File: config.mk
export PLATFORM = sky130hd
export DESIGN_NAME = whole_word_replace_stream
export DESIGN_NICKNAME = d
export VERILOG_FILES = /design/src/rtl/wwr_pkg.sv /design/src/rtl/wwr_fifo.sv /design/src/rtl/wwr_front.sv /design/src/rtl/wwr_back.sv /design/src/rtl/whole_word_replace_stream.sv
export SDC_FILE = /design/constraint.sdc
export NUM_CORES = 1
export LEC_CHECK = 0
export BUFFER_PORTS_ARGS = -buffer_cell sky130_fd_sc_hd__buf_4
export CAP_MARGIN = 20
export CORE_MARGIN = 4
export CORE_UTILIZATION = 50
export DETAILED_ROUTE_END_ITERATION = 16
export GPL_TIMING_DRIVEN = 0
export PLACE_DENSITY = 0.67
export SLEW_MARGIN = 10
export SYNTH_ARGS = -nofsm -noshare
export SYNTH_HDL_FRONTEND = slang
export SYNTH_SLANG_ARGS = --single-unit
File: constraint.sdc
create_clock -name aclk -period 10.2 [get_ports aclk]
set_clock_uncertainty 0.2 [all_clocks]
set_input_delay 1.02 -clock aclk [delete_from_list [all_inputs] [get_ports aclk]]
set_output_delay 1.02 -clock aclk [all_outputs]
set_load 0.03 [all_outputs]
File: src/rtl/wwr_pkg.sv
// ============================================================================
// Whole-word replace package
// Shared types, register indexes and helper functions of the replace stream.
// ============================================================================
`default_nettype none

package wwr_pkg;

    // Widest supported word and the fixed byte width of a character.
    localparam int WORD_BYTES = 8;
    localparam int CHAR_W     = 8;
    // Most characters that one input transfer can cause.
    localparam logic [4:0] OUT_CAP = 5'd9;

    // Configuration register indexes.
    localparam logic [1:0] REG_FIND_WORD      = 2'd0;
    localparam logic [1:0] REG_FIND_LENGTH    = 2'd1;
    localparam logic [1:0] REG_REPLACE_WORD   = 2'd2;
    localparam logic [1:0] REG_REPLACE_LENGTH = 2'd3;

    typedef struct packed {
        logic [63:0] find_word;
        logic [3:0]  find_length;
        logic [63:0] replace_word;
        logic [3:0]  replace_length;
    } cfg_t;

    // What the leading run of a command carries.
    typedef enum logic [1:0] {
        SEG_NONE,
        SEG_HELD,
        SEG_REPL
    } seg_t;

    // One command from the classifier to the emitter. Its output is the
    // leading run, then the current character, then a trailing replacement.
    typedef struct packed {
        logic [63:0] held_chars;
        logic [3:0]  held_n;
        seg_t        seg1;
        logic        emit_c;
        logic [7:0]  ch;
        logic        seg2_repl;
        logic        last;
    } cmd_t;

    function automatic logic is_letter(input logic [7:0] c);
        return ((c >= 8'h41) && (c <= 8'h5A)) || ((c >= 8'h61) && (c <= 8'h7A));
    endfunction

    function automatic logic [7:0] word_byte(input logic [63:0] w, input logic [2:0] i);
        return w[{i, 3'b000} +: 8];
    endfunction

endpackage

`default_nettype wire

File: src/rtl/wwr_fifo.sv
// ============================================================================
// Command queue
// Small register queue that decouples the classifier from the emitter.
// ============================================================================
`default_nettype none

module wwr_fifo (
    input  wire logic          aclk,
    input  wire logic          aresetn,
    input  wire logic          push,
    input  wire wwr_pkg::cmd_t push_cmd,
    output logic               full,
    input  wire logic          pop,
    output logic               head_valid,
    output wwr_pkg::cmd_t      head_cmd
);
    import wwr_pkg::*;

    localparam int DEPTH = 4;
    localparam int PW    = $clog2(DEPTH);

    cmd_t          mem_reg [DEPTH];
    logic [PW-1:0] wr_ptr_reg, wr_ptr_next;
    logic [PW-1:0] rd_ptr_reg, rd_ptr_next;
    logic [PW:0]   count_reg,  count_next;
    logic          do_push, do_pop;

    assign full       = (count_reg == (PW+1)'(DEPTH));
    assign head_valid = (count_reg != '0);
    assign head_cmd   = mem_reg[rd_ptr_reg];
    assign do_push    = push && !full;
    assign do_pop     = pop && head_valid;

    always_comb begin
        wr_ptr_next = do_push ? wr_ptr_reg + 1'b1 : wr_ptr_reg;
        rd_ptr_next = do_pop ? rd_ptr_reg + 1'b1 : rd_ptr_reg;
        count_next  = count_reg;
        if (do_push && !do_pop) begin
            count_next = count_reg + 1'b1;
        end else if (do_pop && !do_push) begin
            count_next = count_reg - 1'b1;
        end
    end

    always_ff @(posedge aclk) begin
        if (do_push) begin
            mem_reg[wr_ptr_reg] <= push_cmd;
        end
        if (!aresetn) begin
            wr_ptr_reg <= '0;
            rd_ptr_reg <= '0;
            count_reg  <= '0;
        end else begin
            wr_ptr_reg <= wr_ptr_next;
            rd_ptr_reg <= rd_ptr_next;
            count_reg  <= count_next;
        end
    end

endmodule

`default_nettype wire

File: src/rtl/wwr_front.sv
// ============================================================================
// Classifier
// Tracks the partial match and turns each character into at most one command.
// ============================================================================
`default_nettype none

module wwr_front #(
    parameter int MAX_WORD = 8
) (
    input  wire logic          aclk,
    input  wire logic          aresetn,
    input  wire wwr_pkg::cfg_t cfg,
    input  wire logic          s_tvalid,
    output logic               s_tready,
    input  wire logic [7:0]    s_tdata,
    input  wire logic          s_tlast,
    output logic               push,
    output wwr_pkg::cmd_t      push_cmd,
    input  wire logic          fifo_full
);
    import wwr_pkg::*;

    localparam logic [3:0] CAP = 4'(MAX_WORD);

    logic [7:0] held_reg [MAX_WORD];
    logic [3:0] held_count_reg, held_count_next;
    logic       prev_letter_reg, prev_letter_next;
    logic       held_letter_reg, held_letter_next;

    logic        accept;
    logic [3:0]  len, r_len, r_m1;
    logic        repl_letter, c_letter, p_base;
    logic        extend, do_start, hold_start;
    logic [63:0] snap;
    cmd_t        cmd;

    assign s_tready = !fifo_full;
    assign accept   = s_tvalid && s_tready;
    assign c_letter = is_letter(s_tdata);

    always_comb begin
        if (cfg.find_length == 4'd0) begin
            len = 4'd1;
        end else if (cfg.find_length > CAP) begin
            len = CAP;
        end else begin
            len = cfg.find_length;
        end
        r_len       = (cfg.replace_length > CAP) ? CAP : cfg.replace_length;
        r_m1        = r_len - 4'd1;
        repl_letter = is_letter(word_byte(cfg.replace_word, r_m1[2:0]));
    end

    // Held characters with the current one placed at the next free slot.
    always_comb begin
        snap = '0;
        for (int i = 0; i < MAX_WORD; i++) begin
            snap[CHAR_W*i +: CHAR_W] = (held_count_reg == 4'(i)) ? s_tdata : held_reg[i];
        end
    end

    always_comb begin
        cmd              = '0;
        cmd.held_chars   = snap;
        cmd.held_n       = held_count_reg;
        cmd.seg1         = SEG_NONE;
        cmd.ch           = s_tdata;
        cmd.last         = s_tlast;
        extend           = 1'b0;
        do_start         = 1'b0;
        hold_start       = 1'b0;
        p_base           = prev_letter_reg;
        held_count_next  = held_count_reg;
        prev_letter_next = prev_letter_reg;
        held_letter_next = held_letter_reg;

        if (held_count_reg >= len) begin
            if (c_letter) begin
                cmd.seg1 = SEG_HELD;
                p_base   = held_letter_reg;
            end else begin
                cmd.seg1 = SEG_REPL;
                p_base   = (r_len != 4'd0) ? repl_letter : prev_letter_reg;
            end
            do_start = 1'b1;
        end else if (held_count_reg != 4'd0) begin
            if (s_tdata == word_byte(cfg.find_word, held_count_reg[2:0])) begin
                extend           = 1'b1;
                held_count_next  = held_count_reg + 4'd1;
                held_letter_next = c_letter;
            end else begin
                cmd.seg1 = SEG_HELD;
                p_base   = held_letter_reg;
                do_start = 1'b1;
            end
        end else begin
            do_start = 1'b1;
        end

        if (do_start) begin
            if (!p_base && (s_tdata == cfg.find_word[7:0])) begin
                hold_start       = 1'b1;
                held_count_next  = 4'd1;
                held_letter_next = c_letter;
                prev_letter_next = p_base;
            end else begin
                cmd.emit_c       = 1'b1;
                held_count_next  = 4'd0;
                prev_letter_next = c_letter;
            end
        end

        // End of text flushes whatever is still held.
        if (s_tlast) begin
            if (hold_start) begin
                if (len == 4'd1) begin
                    cmd.seg2_repl = 1'b1;
                end else begin
                    cmd.emit_c = 1'b1;
                end
            end else if (extend) begin
                cmd.held_n = held_count_next;
                cmd.seg1   = (held_count_next >= len) ? SEG_REPL : SEG_HELD;
            end
            held_count_next  = 4'd0;
            prev_letter_next = 1'b0;
        end
    end

    assign push     = accept && ((cmd.seg1 != SEG_NONE) || cmd.emit_c || cmd.seg2_repl);
    assign push_cmd = cmd;

    always_ff @(posedge aclk) begin
        if (accept) begin
            for (int i = 0; i < MAX_WORD; i++) begin
                if ((extend && (held_count_reg == 4'(i))) || (hold_start && (i == 0))) begin
                    held_reg[i] <= s_tdata;
                end
            end
            held_letter_reg <= held_letter_next;
        end
        if (!aresetn) begin
            held_count_reg  <= '0;
            prev_letter_reg <= 1'b0;
        end else if (accept) begin
            held_count_reg  <= held_count_next;
            prev_letter_reg <= prev_letter_next;
        end
    end

endmodule

`default_nettype wire

File: src/rtl/wwr_back.sv
// ============================================================================
// Emitter
// Expands each command into output characters, one per cycle unless stalled.
// ============================================================================
`default_nettype none

module wwr_back #(
    parameter int MAX_WORD = 8
) (
    input  wire logic          aclk,
    input  wire logic          aresetn,
    input  wire wwr_pkg::cfg_t cfg,
    input  wire logic          head_valid,
    input  wire wwr_pkg::cmd_t head_cmd,
    output logic               pop,
    output logic               m_tvalid,
    input  wire logic          m_tready,
    output logic [7:0]         m_tdata,
    output logic               m_tlast
);
    import wwr_pkg::*;

    localparam logic [3:0] CAP = 4'(MAX_WORD);

    logic [3:0] k_reg, k_next;
    logic       m_tvalid_reg, m_tvalid_next;
    logic [7:0] m_tdata_reg;
    logic       m_tlast_reg;

    logic [3:0] r_len, len1, j;
    logic [4:0] sum, total;
    logic       advance, final_char;
    logic [7:0] ch_sel;

    assign r_len   = (cfg.replace_length > CAP) ? CAP : cfg.replace_length;
    assign advance = head_valid && (!m_tvalid_reg || m_tready);

    always_comb begin
        case (head_cmd.seg1)
            SEG_HELD: len1 = head_cmd.held_n;
            SEG_REPL: len1 = r_len;
            default:  len1 = 4'd0;
        endcase
        sum = 5'(len1) + 5'(head_cmd.emit_c) + (head_cmd.seg2_repl ? 5'(r_len) : 5'd0);
        total      = (sum > OUT_CAP) ? OUT_CAP : sum;
        final_char = (5'(k_reg) + 5'd1 >= total);
        j          = k_reg - len1 - 4'(head_cmd.emit_c);

        if (k_reg < len1) begin
            ch_sel = (head_cmd.seg1 == SEG_HELD) ? word_byte(head_cmd.held_chars, k_reg[2:0])
                                                 : word_byte(cfg.replace_word, k_reg[2:0]);
        end else if (head_cmd.emit_c && (k_reg == len1)) begin
            ch_sel = head_cmd.ch;
        end else begin
            ch_sel = word_byte(cfg.replace_word, j[2:0]);
        end
    end

    always_comb begin
        pop           = advance && final_char;
        k_next        = k_reg;
        m_tvalid_next = m_tvalid_reg && !m_tready;
        if (advance) begin
            k_next        = final_char ? 4'd0 : k_reg + 4'd1;
            m_tvalid_next = (total != 5'd0);
        end
    end

    always_ff @(posedge aclk) begin
        if (advance) begin
            m_tdata_reg <= ch_sel;
            m_tlast_reg <= head_cmd.last && final_char;
        end
        if (!aresetn) begin
            k_reg        <= '0;
            m_tvalid_reg <= 1'b0;
        end else begin
            k_reg        <= k_next;
            m_tvalid_reg <= m_tvalid_next;
        end
    end

    assign m_tvalid = m_tvalid_reg;
    assign m_tdata  = m_tdata_reg;
    assign m_tlast  = m_tlast_reg;

endmodule

`default_nettype wire

File: src/rtl/whole_word_replace_stream.sv
// ============================================================================
// Whole-word replace stream
// Replaces every whole-word occurrence of a find word in a byte stream.
// ============================================================================
//
//  Channel   Direction  Transfer when          Payload
//  s_*       in         s_tvalid & s_tready    s_tdata = in_char, s_tlast = in_last
//  m_*       out        m_tvalid & m_tready    m_tdata = out_char, m_tlast = out_last
//  cfg_*     in         cfg_we                 cfg_index selects, cfg_wdata is the value
//
// The classifier accepts a new transfer every cycle while the command queue
// has room. The emitter produces one output character per cycle while the
// output is not stalled, so a character that releases a held partial match
// or a replacement word can cause up to nine output characters; the output
// rate of the emitter sets the sustained throughput.
// Reset is synchronous and active low; it empties the queue, clears the match
// state and drops m_tvalid. Either side may stall without losing data: the
// four-entry queue and the output register absorb backpressure.
//
`default_nettype none

module whole_word_replace_stream #(
    parameter int MAX_WORD = 8
) (
    input  wire logic        aclk,
    input  wire logic        aresetn,
    // Configuration write port.
    input  wire logic        cfg_we,
    input  wire logic [1:0]  cfg_index,
    input  wire logic [63:0] cfg_wdata,
    // Input stream.
    input  wire logic        s_tvalid,
    output logic             s_tready,
    input  wire logic [7:0]  s_tdata,   // [7:0] in_char
    input  wire logic        s_tlast,   // in_last
    // Result stream.
    output logic             m_tvalid,
    input  wire logic        m_tready,
    output logic [7:0]       m_tdata,   // [7:0] out_char
    output logic             m_tlast    // out_last
);
    import wwr_pkg::*;

    // Configuration registers. The user must have writes arrive only while the
    // block is idle; the block does not enforce it. Both halves read them directly.
    cfg_t cfg_reg;

    always_ff @(posedge aclk) begin
        if (!aresetn) begin
            cfg_reg <= '{find_word: '0, find_length: 4'd1,
                         replace_word: '0, replace_length: '0};
        end else if (cfg_we) begin
            case (cfg_index)
                REG_FIND_WORD:      cfg_reg.find_word      <= cfg_wdata;
                REG_FIND_LENGTH:    cfg_reg.find_length    <= cfg_wdata[3:0];
                REG_REPLACE_WORD:   cfg_reg.replace_word   <= cfg_wdata;
                REG_REPLACE_LENGTH: cfg_reg.replace_length <= cfg_wdata[3:0];
                default: ;
            endcase
        end
    end

    // The classifier turns each transfer into at most one command; the
    // emitter drains commands at one output character per cycle unless stalled.
    logic fifo_full, push, pop, head_valid;
    cmd_t push_cmd, head_cmd;

    wwr_front #(
        .MAX_WORD (MAX_WORD)
    ) u_front (
        .aclk      (aclk),
        .aresetn   (aresetn),
        .cfg       (cfg_reg),
        .s_tvalid  (s_tvalid),
        .s_tready  (s_tready),
        .s_tdata   (s_tdata),
        .s_tlast   (s_tlast),
        .push      (push),
        .push_cmd  (push_cmd),
        .fifo_full (fifo_full)
    );

    wwr_fifo u_fifo (
        .aclk       (aclk),
        .aresetn    (aresetn),
        .push       (push),
        .push_cmd   (push_cmd),
        .full       (fifo_full),
        .pop        (pop),
        .head_valid (head_valid),
        .head_cmd   (head_cmd)
    );

    wwr_back #(
        .MAX_WORD (MAX_WORD)
    ) u_back (
        .aclk       (aclk),
        .aresetn    (aresetn),
        .cfg        (cfg_reg),
        .head_valid (head_valid),
        .head_cmd   (head_cmd),
        .pop        (pop),
        .m_tvalid   (m_tvalid),
        .m_tready   (m_tready),
        .m_tdata    (m_tdata),
        .m_tlast    (m_tlast)
    );

endmodule

`default_nettype wire

==> impl_metrics.json <==
{
  "postSynthCellCount": 1747,
  "cts_hold_buffers": 0,
  "route.vias.total": 15670,
  "worstSetupStartpointType": "register",
  "synth_top_area_share_pct": 48.41,
  "slew_violations": 0,
  "synthXorXnorAreaFrac_pct": 0.9579,
  "grt_first_pass_wirelength_um": 102700,
  "dieArea_mm2": 0.05299,
  "netlist_area_mm2": 0.02469,
  "first_iter_violations": 1931,
  "rsz0062_at_grt": "false",
  "yosys_register_bits": 553,
  "place_inst": 2507,
  "first_global_vias": 15390,
  "yosys.area_share.simple_pct": 8.794,
  "drt-total-wl_um": 70020,
  "grt_overflow": 0,
  "synth.mux.area_fraction_pct": 17.32,
  "holdPathEnd": "cfg_reg[118]",
  "endpoint_kind": "register",
  "core-area_mm2": 0.04885,
  "hold_path_depth": 2,
  "crit_path_frequent_cell": "a21o_1",
  "worstPathRequired_ns": 10.54,
  "yosysSeqAreaShare_pct": 60.98,
  "syn_to_final_growth_pct": 14.01,
  "cts.clk_slew.worst_paths_ns": 0.06,
  "cts_buffers": 56,
  "synth_top_family_by_area": "multiplexers",
  "tritoncts": "built",
  "r2r-end": "u_fifo.count_reg[2]",
  "reg2regPathDepth": 28,
  "viasPerCell": 5.990,
  "worst_path_largest_cell_delay_ns": 0.68,
  "num_antenna_cells": 0,
  "p_leak_nw": 9.456,
  "timing_worst_slew_pin_value_ns": 1.055,
  "ys_warn_count": 0,
  "htreeDepth": 2,
  "hold_viol": 0,
  "maxSlewHeadroom_pct": 29.40,
  "largest_reg_flops": 324,
  "hpwl_um": 49010,
  "grt_max_degree": 51,
  "period_share_pct": 82.87,
  "detail_route.first_pass.iterations": 6,
  "synthesis.nets": 1866,
  "fin_cells": 2616,
  "fin_crit_ns": 8.452,
  "nets": 2024,
  "synth_cell_types": 71,
  "io_pins": 91,
  "cellPowerDensity_mw_per_mm2": 220.5,
  "synthFlopType": "edfxtp_1",
  "fp.dieW_um": 230.2,
  "synth.area.top_cells": "edfxtp_1 48%, mux4_2 13%, dfxtp_1 13%, nand2_1 5.1%, a21boi_0 4.0%",
  "routedWlPerCell_um": 26.77,
  "max_freq_ghz": 0.1183,
  "cp_slowest_cell": "buf_1",
  "synth_compound_area_share_pct": 7.466,
  "final_cell_mix": "398 x edfxtp_1, 338 x nand2_1, 155 x dfxtp_1",
  "drc": 0,
  "multi_input_area_mm2": 0.009066,
  "post_cts.repair.setup_buffers": 0,
  "register_area_mm2": 0.01505,
  "finalSetupViolCount": 0,
  "root_buffer": "clkbuf_16",
  "track_usage_pct": 26.22,
  "status": "completed",
  "final_cell_area_mm2": 0.02815,
  "final_layout_size_suffix_gt1_share_pct": 20.80,
  "drtAntennaViolNets": 0,
  "arrival_ns": 8.80,
  "cts_buffer_depth": 3,
  "layout_commonest_cell": "edfxtp_1",
  "holdCritStartpoint": "cfg_reg[118]",
  "reg2reg_slack_ns": 1.75,
  "cts_sinks": 553,
  "max_cap_viol_count": 0,
  "yosysTopAreaCell": "edfxtp_1",
  "portBuffers": 89,
  "grt_antenna_before_repair": 1,
  "async_flop_share_pct": 0,
  "synth_area_per_cell_um2": 14.13,
  "min_path_type": "reg2reg",
  "fill_cells": 3938,
  "place_congestion": 0.9408,
  "cts_resized": 0,
  "clock_latency_ns": 0.62,
  "synth_fa_ha_area_share_pct": 2.129,
  "ir_drop_uv": 154.0,
  "place_area_mm2": 0.02633,
  "synth_enable_flop_cells": 398,
  "initial_core_util_pct": 50.54,
  "worstSetupPathType": "reg2reg",
  "die_h_um": 230.2,
  "final.setup.tns_ns": 0,
  "row_count": 81,
  "crit_fanout": 10
}
[how the worst max path moves through the flow]
stage / endpoint / cells past startpoint
final: u_fifo.count_reg[2] / 28
after CTS: u_fifo.count_reg[2] / 28
after global routing: u_fifo.count_reg[2] / 28
after global placement: u_fifo.count_reg[2] / 28
after detailed placement: u_fifo.count_reg[2] / 28
after floorplan: u_fifo.count_reg[2] / 28
[where the power goes]
part / internal (mW) / switching (mW) / total, mW
combinational: 0.609 / 0.870 / 1.48
sequential: 2.66 / 0.0704 / 2.73
clock: 1.12 / 0.883 / 2.00
total: 4.38 / 1.82 / 6.21
[synthesized netlist by cell type, drive strengths merged (7+ instances only)]
master	number
nand3b	8
clkbuf	81
nand3	13
dfxtp	155
buf	30
and2	17
mux4	141
mux2	56
and3	10
a21boi	131
nand2	339
xor2	15
a21oi	25
ha	34
a22oi	18
o21ai	32
inv	28
nor2	32
nand2b	9
edfxtp	398
mux2i	47
nor3	7
a21o	16
xnor2	12
nor2b	23
[cell type report]
class	instances	share of cell area (%)
sequential	553	53.49
inverter	28	0.3734
clock inverter	30	0.9513
multi-input combinational	1055	32.21
tap	664	2.952
buffer	111	1.671
timing repair buffer	100	3.014
clock buffer	75	5.339
[layer usage]
layer / part of all wire [%] / vias up / global-route usage, %
li1: - / 6880 / -
met4: 2.2 / 0 / 6.408
met1: 43 / 8082 / 38.62
met5: 0 / - / 0
met3: 7.2 / 95 / 3.865
met2: 47 / 612 / 41.63
[stage by stage]
step / setup slack [ns] / power [mW] / hold WS [ns] / utilization [%]
after floorplan: 3.140 / 3.706 / 0.2402 / -
after global placement: 1.831 / 4.202 / 0.2489 / 53.60
after detailed placement: 1.652 / 4.242 / 0.2572 / 53.91
after CTS: 1.601 / 6.222 / 0.2653 / 57.53
after global routing: 1.111 / 6.437 / 0.2857 / 57.62
final: 1.748 / 6.206 / 0.2638 / 57.62
[worst max-delay path: cells and delay by family (launching register included)]
family | cells | cell delay, ns
buf+inv | 7 | 2.41
mux | 1 | 0.63
fa+ha+maj | 6 | 2.01
flops | 1 | 0.30
simple gates | 6 | 1.33
compound gates | 7 | 1.29
xor+xnor | 1 | 0.19
[logic make-up after synthesis]
logic type | after synthesis
AO/OA/AOI/OAI | 259
XOR/XNOR | 27
adder cells (fa/ha/maj) | 39
buffers and inverters | 139
flip-flops | 553
multiplexers | 244
other | 1
AND/OR/NAND/NOR | 485
No activity file was read; power rests on OpenSTA's default activity.
